<file path="src/sv/spq_pkg.sv">
`default_nettype none
// ----------------------------------------------------------------------------
// spq_pkg
// Types and constants shared by the sorted priority queue modules.
// ----------------------------------------------------------------------------
package spq_pkg;

  localparam int unsigned SPQ_DEPTH = 16;

  localparam logic [1:0] CMD_INSERT = 2'd0;
  localparam logic [1:0] CMD_REMOVE = 2'd1;
  localparam logic [1:0] CMD_FIND   = 2'd2;

  typedef struct packed {
    logic [1:0]         command;
    logic signed [31:0] value;
  } spq_in_t;

  typedef struct packed {
    logic               found;
    logic [4:0]         position;
    logic               dropped;
    logic               head_valid;
    logic signed [31:0] head_value;
    logic [4:0]         entry_count;
  } spq_out_t;

  // broadcast from the top level to every cell
  typedef struct packed {
    logic               ins;
    logic               rem;
    logic signed [31:0] value;
  } spq_cell_ctl_t;

endpackage
`default_nettype wire

</file>
<file path="src/sv/spq_cell.sv">
`default_nettype none
// ----------------------------------------------------------------------------
// spq_cell
// One slot of the sorted store: compares its entry against the broadcast
// value and shifts right on insert or left on remove.
// ----------------------------------------------------------------------------
module spq_cell (
  input  wire                    clk_i,
  input  spq_pkg::spq_cell_ctl_t ctl_i,
  input  wire                    occ_i,
  input  wire                    left_lt_i,
  input  wire signed [31:0]      left_val_i,
  input  wire signed [31:0]      right_val_i,
  output logic signed [31:0]     val_o,
  output logic                   lt_o,
  output logic                   eq_o
);
  import spq_pkg::*;

  logic signed [31:0] val_q, val_d;

  assign lt_o  = occ_i && (val_q < ctl_i.value);
  assign eq_o  = occ_i && (val_q == ctl_i.value);
  assign val_o = val_q;

  always_comb begin
    val_d = val_q;
    if (ctl_i.ins && !lt_o) begin
      // first cell not below the value takes it, the rest move right
      val_d = left_lt_i ? ctl_i.value : left_val_i;
    end else if (ctl_i.rem && !lt_o) begin
      val_d = right_val_i;
    end
  end

  always_ff @(posedge clk_i) begin
    val_q <= val_d;
  end

endmodule
`default_nettype wire

</file>
<file path="src/sv/spq_enc.sv">
`default_nettype none
// ----------------------------------------------------------------------------
// spq_enc
// Turns the thermometer of "entry below value" flags into a count, which is
// both the insert slot and the index of the first equal entry.
// ----------------------------------------------------------------------------
module spq_enc #(
  parameter int unsigned DEPTH = spq_pkg::SPQ_DEPTH,
  localparam int unsigned CW   = $clog2(DEPTH + 1)
) (
  input  wire [DEPTH-1:0] lt_i,
  output logic [CW-1:0]   count_o
);
  import spq_pkg::*;

  logic [DEPTH:0] therm;

  assign therm = {1'b0, lt_i};

  always_comb begin
    count_o = '0;
    for (int i = 0; i < DEPTH; i++) begin
      // last set flag marks the boundary
      if (therm[i] && !therm[i+1]) begin
        count_o = count_o | CW'(i + 1);
      end
    end
  end

endmodule
`default_nettype wire

</file>
<file path="src/sv/sorted_priority_queue.sv">
`default_nettype none
// ----------------------------------------------------------------------------
// sorted_priority_queue
// Bounded ascending store of signed values with insert, remove and find.
// ----------------------------------------------------------------------------
// One command beat is taken per cycle and its result beat appears in the
// output register on the next cycle. All DEPTH cells compare their entry
// with the command value in parallel and shift in the same cycle, so the
// sustained rate is one beat per cycle; a new beat is taken whenever the
// output register is empty or is being drained in that cycle. Position and
// entry count are reported in 5 bits.
module sorted_priority_queue #(
  parameter int unsigned DEPTH = spq_pkg::SPQ_DEPTH
) (
  input  wire               clk_i,
  input  wire               rst_ni,
  input  wire               in_valid_i,
  output logic              in_stall_o,
  input  spq_pkg::spq_in_t  in_data_i,
  output logic              out_valid_o,
  input  wire               out_stall_i,
  output spq_pkg::spq_out_t out_data_o
);
  import spq_pkg::*;

  localparam int unsigned CW = $clog2(DEPTH + 1);

  logic               accept;
  logic [CW-1:0]      count_q, count_d;
  logic               out_valid_q;
  spq_out_t           out_q, out_d;
  logic [DEPTH-1:0]   occ, lt, eq;
  logic signed [31:0] val [DEPTH];
  logic [CW-1:0]      lt_count;
  logic               full, hit;
  spq_cell_ctl_t      ctl;
  logic               is_ins, is_rem, is_find;

  assign in_stall_o  = out_valid_q && out_stall_i;
  assign accept      = in_valid_i && !in_stall_o;
  assign out_valid_o = out_valid_q;
  assign out_data_o  = out_q;

  assign full    = (count_q == CW'(DEPTH));
  assign hit     = |eq;
  assign is_ins  = (in_data_i.command == CMD_INSERT);
  assign is_rem  = (in_data_i.command == CMD_REMOVE);
  assign is_find = (in_data_i.command == CMD_FIND);

  assign ctl.ins   = accept && is_ins && !full;
  assign ctl.rem   = accept && is_rem && hit;
  assign ctl.value = in_data_i.value;

  for (genvar g = 0; g < DEPTH; g++) begin : g_cell
    assign occ[g] = (CW'(g) < count_q);
    spq_cell u_cell (
      .clk_i       (clk_i),
      .ctl_i       (ctl),
      .occ_i       (occ[g]),
      .left_lt_i   ((g == 0) ? 1'b1 : lt[(g == 0) ? 0 : g - 1]),
      .left_val_i  ((g == 0) ? in_data_i.value : val[(g == 0) ? 0 : g - 1]),
      .right_val_i ((g == DEPTH - 1) ? in_data_i.value
                                     : val[(g == DEPTH - 1) ? g : g + 1]),
      .val_o       (val[g]),
      .lt_o        (lt[g]),
      .eq_o        (eq[g])
    );
  end

  spq_enc #(.DEPTH(DEPTH)) u_enc (
    .lt_i    (lt),
    .count_o (lt_count)
  );

  always_comb begin
    count_d = count_q;
    if (ctl.ins) begin
      count_d = count_q + CW'(1);
    end else if (ctl.rem) begin
      count_d = count_q - CW'(1);
    end

    out_d             = '0;
    out_d.entry_count = 5'(count_d);
    out_d.head_valid  = (count_d != '0);
    if (count_d != '0) begin
      priority if (ctl.ins && !lt[0]) begin
        out_d.head_value = in_data_i.value;
      end else if (ctl.rem && !lt[0]) begin
        out_d.head_value = val[1];
      end else begin
        out_d.head_value = val[0];
      end
    end
    if (is_ins) begin
      if (full) begin
        out_d.dropped = 1'b1;
      end else begin
        out_d.found    = 1'b1;
        out_d.position = 5'(lt_count);
      end
    end else if ((is_rem || is_find) && hit) begin
      out_d.found    = 1'b1;
      out_d.position = 5'(lt_count);
    end
  end

  always_ff @(posedge clk_i or negedge rst_ni) begin
    if (!rst_ni) begin
      count_q     <= '0;
      out_valid_q <= 1'b0;
    end else begin
      if (accept) begin
        count_q     <= count_d;
        out_valid_q <= 1'b1;
      end else if (!out_stall_i) begin
        out_valid_q <= 1'b0;
      end
    end
  end

  always_ff @(posedge clk_i) begin
    if (accept) begin
      out_q <= out_d;
    end
  end

`ifndef SYNTHESIS
  a_count_bound: assert property (@(posedge clk_i) disable iff (!rst_ni)
    count_q <= CW'(DEPTH))
    else $error("entry count exceeds depth");

  a_sorted: assert property (@(posedge clk_i) disable iff (!rst_ni)
    ((lt >> 1) & ~lt) == '0)
    else $error("stored entries out of order");

  a_ins_grows: assert property (@(posedge clk_i) disable iff (!rst_ni)
    accept && is_ins && !full |=> count_q == $past(count_q) + CW'(1))
    else $error("insert did not add an entry");

  a_drop_excl: assert property (@(posedge clk_i) disable iff (!rst_ni)
    out_valid_q |-> !(out_q.dropped && out_q.found))
    else $error("result both dropped and found");

  a_head_valid: assert property (@(posedge clk_i) disable iff (!rst_ni)
    out_valid_q |-> out_q.head_valid == (count_q != '0))
    else $error("head valid disagrees with entry count");
`endif

endmodule
`default_nettype wire

</file>
<file path="config.mk">
export PLATFORM = sky130hd
export DESIGN_NAME = sorted_priority_queue
export DESIGN_NICKNAME = d
export VERILOG_FILES = /design/src/sv/spq_pkg.sv /design/src/sv/spq_cell.sv /design/src/sv/spq_enc.sv /design/src/sv/sorted_priority_queue.sv
export SDC_FILE = /design/constraint.sdc
export NUM_CORES = 2
export LEC_CHECK = 0
export BUFFER_PORTS_ARGS = -buffer_cell sky130_fd_sc_hd__buf_2
export CORE_UTILIZATION = 50
export DETAILED_ROUTE_END_ITERATION = 8
export GPL_ROUTABILITY_DRIVEN = 0
export HOLD_SLACK_MARGIN = 0.03
export PLACE_DENSITY = 0.66
export SYNTH_ARGS = -nofsm -noshare
export SYNTH_HDL_FRONTEND = slang
export SYNTH_SLANG_ARGS = --single-unit
</file>
<file path="constraint.sdc">
create_clock -name clk_i -period 21.5 [get_ports clk_i]
set_input_delay 3.225 -clock clk_i [delete_from_list [all_inputs] [get_ports clk_i]]
set_output_delay 3.225 -clock clk_i [all_outputs]
set_load 0.01 [all_outputs]
</file>
==> impl_metrics.toml <==
[outcome]
outcome = "complete, no violations"

[setup_path]
ff2ff_setup_slack_ns = 16.59
worst_r2r_path_depth = 9
crit_chain = "buf_2 > inv_1 > ha_1 > nand4_1 > nor3_1 > a2111o_1 > a21oi_1 > mux2_2 > buf_4 > and2_2 > buf_4 > a21oi_1"
cp_slowest_cell = "buf_4"
worstSetupPathType = "in2reg"
crit_fanout = 64
crit_path_start_kind = "input port"
end_kind = "register"
slowest_delay_ns = 0.61
worst-endpoint-arrival_ns = 7.88
rr_endpoint = "g_cell[14].u_cell.val_o[11]$_DFFE_PP_"
cp_data_required_time_ns = 21.81
critical_path.reg2reg.startpoint = "count_q[0]$_DFFE_PN0P_"

[grt]
first_global_vias = 30714
grt_antenna_before_repair = 1
grt_overflow_total = 0
grt_max_degree = 68
groute.usage.overall_pct = 30.32
grt_pass1_wl_um = 188700

[routing]
postRouteAntennaNets = 0
number_of_vias_per_cell_after_detailed_routing = 6.333
finalWirelength_um = 124100
route.vias.total = 32426
firstDrtPassIters = 6
route.detailed.drc = 0
iteration_0_drc_markers = 3285
routedWlPerCell_um = 24.23

[synthesis]
synth_warnings = 0
total_of_flip_flops_plus_latches_after_synthesis = 563
syn_area_sq_um = 39480
ys_types = 80
syn_area_per_cell_sq_um = 9.806
synth.net_count = 4581
postSynth.asyncResetShare_pct = 1.066
synth_enable_flop_cells = 525
synth_flop_cell = "edfxtp_1"
postSynthCellCount = 4026
synth_seq_area_share_pct = 41.94

[power]
vdd_drop_max_v = 0.00004752
power-per-cell-area_nw_per_um2 = 75.64
power.share.combinational_pct = 24.0
power_report.internal_total_mw = 2.235
sequential_group_share_of_total_power_pct = 41.2
swShare_pct = 31.67
power.static_leakage_nw = 17.56
power.switching_mw = 1.036
clock_network_fraction_of_total_power_pct = 34.8

[timing]
final_max_slew_viol_count = 0
worst-slew-pin-transition_ns = 1.143
maxClockFrequency_mhz = 132.0
report.final.setup_viol = 0
final.setup.tns_ns = 0
period_minus_slack_ns = 7.573
grt_setup_unrepaired = "false"
finalHoldViolCount = 0
final_min_period_over_clock_period_pct = 35.22
finClkSkew_ns = 0.02638
slew-limit-headroom_pct = 22.76

[clocking]
clock_tree.buffer_depth = 3
cts.reportedPaths.clkPinSlew_ns = 0.05
clk_lat_worst_skew_ns = 0.62
clock-sinks = 563
cts-root-buf = "clkbuf_16"
cts_post_setup_buffers_inserted = 0
ctsHtreeMaxLevel = 3
cts_tree = "yes"
cts_resized = 0
tritoncts.num_buffers = 68
cts-hold-fix-buffers = 0

[floorplanning]
die_x_extent_um = 283.0
starting_utilization_of_the_core_area_pct = 50.71
ios = 85
die_height_um = 283.0
core_box_area_sq_um = 77850
placementRows = 102
design.die.area_sq_um = 80090

[placed_design]
detailed_place_hpwl_um = 91850
port_buffers = 84

[hold_path]
hold_start = "g_cell[0].u_cell.val_o[0]$_DFF_P_"
hold-path-cell-count = 1
timing.hold.worst_endpoint = "g_cell[0].u_cell.val_o[0]$_DFF_P_"
hold_path_class = "reg2reg"

[flow_run]
drv_cap = 0

[final_layout]
final_net_count = 4582
layout-area-overhead-vs-synth_pct = 9.524
utilization_of_the_core_after_routing_pct = 55.54
ratio_of_cells_with_drive_above_1_in_the_final_layout_pct = 9.564
==> power by group through the flow <==
stage,clock (mW),combinational (mW),sequential (mW)
floorplan,0,0.550,1.35
global placement,0,0.757,1.37
detailed placement,0,0.773,1.37
CTS,1.15,0.775,1.35
global route,1.19,0.859,1.35
finish,1.14,0.785,1.35
==> critical path: cells and delay by family <==
family	cells	cell delay (ns)
simple gates	3	0.88
mux	1	0.54
fa+ha+maj	1	0.51
compound gates	3	0.52
buf+inv	4	2.09
==> cells in the final DEF (no fill, tap or decap), types with 7 or more instances in the layout <==
cell type	count
a2111oi_0	8
a211oi_1	20
a21o_1	65
a21oi_1	655
a22o_1	64
a31oi_1	32
and2_1	10
and2_4	29
and4_1	9
buf_2	84
buf_4	79
clkbuf_1	17
clkbuf_16	72
clkbuf_8	7
clkinv_2	13
dfxtp_1	32
edfxtp_1	525
ha_1	517
inv_1	73
mux2_2	33
mux2i_1	260
nand2_1	356
nand2b_1	11
nand3_1	57
nand4_1	132
nor2_1	390
nor2_2	9
nor2_4	8
nor2b_1	19
nor3_1	25
nor4_1	32
o211ai_1	16
o21a_1	11
o21ai_0	254
==> logic make-up (layout without fill, tap and decap cells) <==
kind of cell | Yosys count | after routing | share of synthesized area [%]
other | 0 | 2 | 0
flip-flops | 563 | 563 | 41.94
AO/OA/AOI/OAI | 1196 | 1196 | 17.34
XOR/XNOR | 4 | 4 | 0.08873
adder cells (fa/ha/maj) | 517 | 517 | 16.39
AND/OR/NAND/NOR | 1140 | 1140 | 13.45
buffers and inverters | 305 | 357 | 3.049
multiplexers | 301 | 301 | 7.752
==> state kept, by name, summed over array words and instances (netlist names) <==
signal	flops
count_q	5
g_cell.u_cell.val_o	512
out_data_o	45
out_valid_o	1
==> final cells by class <==
class | instances | area [sq um]
fillers | 6907 | 34610
multi-input cells | 3158 | 21940
flip-flops and latches | 563 | 16560
clock buffers | 96 | 1962
well taps | 1040 | 1301
repair buffers | 163 | 1013
inverters | 73 | 274.0
clock inverters | 25 | 191.4
diodes | 2 | 5.005
==> through the flow <==
step | setup WS, ns | std cells | total power [mW] | instance area, sq um | hold WS, ns
floorplan | 10.71 | 4026 | 1.899 | 39480 | 0.4870
global route | 13.70 | 5118 | 3.403 | 43230 | 0.5554
global placement | 13.37 | 4997 | 2.126 | 41080 | 0.5254
finish | 13.93 | 5120 | 3.271 | 43240 | 0.5453
detailed placement | 13.31 | 4997 | 2.139 | 41080 | 0.5251
CTS | 14.03 | 5118 | 3.274 | 43230 | 0.5427
==> worst max path at each step <==
stage                                             to           from  depth (start not counted)
5_1_grt         g_cell[2].u_cell.val_o[25]$_DFFE_PP_   in_data_i[8]                         13
6_report        g_cell[12].u_cell.val_o[3]$_DFFE_PP_   in_data_i[8]                         12
4_1_cts        g_cell[14].u_cell.val_o[11]$_DFFE_PP_  in_data_i[22]                         14
2_1_floorplan   g_cell[14].u_cell.val_o[0]$_DFFE_PP_     in_valid_i                          7
3_5_place_dp    g_cell[14].u_cell.val_o[7]$_DFFE_PP_  in_data_i[22]                         14
3_3_place_gp    g_cell[14].u_cell.val_o[7]$_DFFE_PP_  in_data_i[27]                         14
==> routing by layer <==
metal	up-vias	routed length, um	GRT usage [%]
met4	2	5517	13.93
met5	-	13	0
met2	1503	56010	48.24
li1	15226	-	-
met3	274	10180	4.203
met1	15421	52330	40.92
==> cells in the mapped netlist, types with 6 or more instances <==
| master | number | area, sq um |
|---|---|---|
| nor3_1 | 28 | 140.1 |
| and4_1 | 9 | 78.83 |
| mux2i_1 | 263 | 2633 |
| o211ai_1 | 16 | 120.1 |
| edfxtp_1 | 525 | 15770 |
| inv_1 | 73 | 274.0 |
| dfrtp_1 | 6 | 150.1 |
| o21ai_0 | 254 | 1271 |
| a311o_1 | 6 | 60.06 |
| nand4_1 | 132 | 825.8 |
| a21boi_0 | 7 | 52.55 |
| ha_1 | 517 | 6469 |
| nor2_1 | 405 | 1520 |
| a2111oi_0 | 8 | 70.07 |
| o21a_1 | 12 | 90.09 |
| a21oi_1 | 655 | 3278 |
| a21o_1 | 65 | 488.0 |
| nand2_1 | 362 | 1359 |
| a31oi_1 | 32 | 200.2 |
| buf_1 | 23 | 86.33 |
| nand3_1 | 61 | 305.3 |
| a22o_1 | 64 | 560.5 |
| nand2b_1 | 11 | 68.82 |
| and2_1 | 14 | 87.58 |
| clkbuf_1 | 189 | 709.4 |
| nor4_1 | 33 | 206.5 |
| nor2b_1 | 20 | 125.1 |
| mux2_2 | 33 | 371.6 |
| dfxtp_1 | 32 | 640.6 |
| buf_2 | 14 | 70.07 |
| and2_4 | 29 | 254.0 |
| a211oi_1 | 20 | 150.1 |
Note: power is estimated with default switching activity, not from simulation.
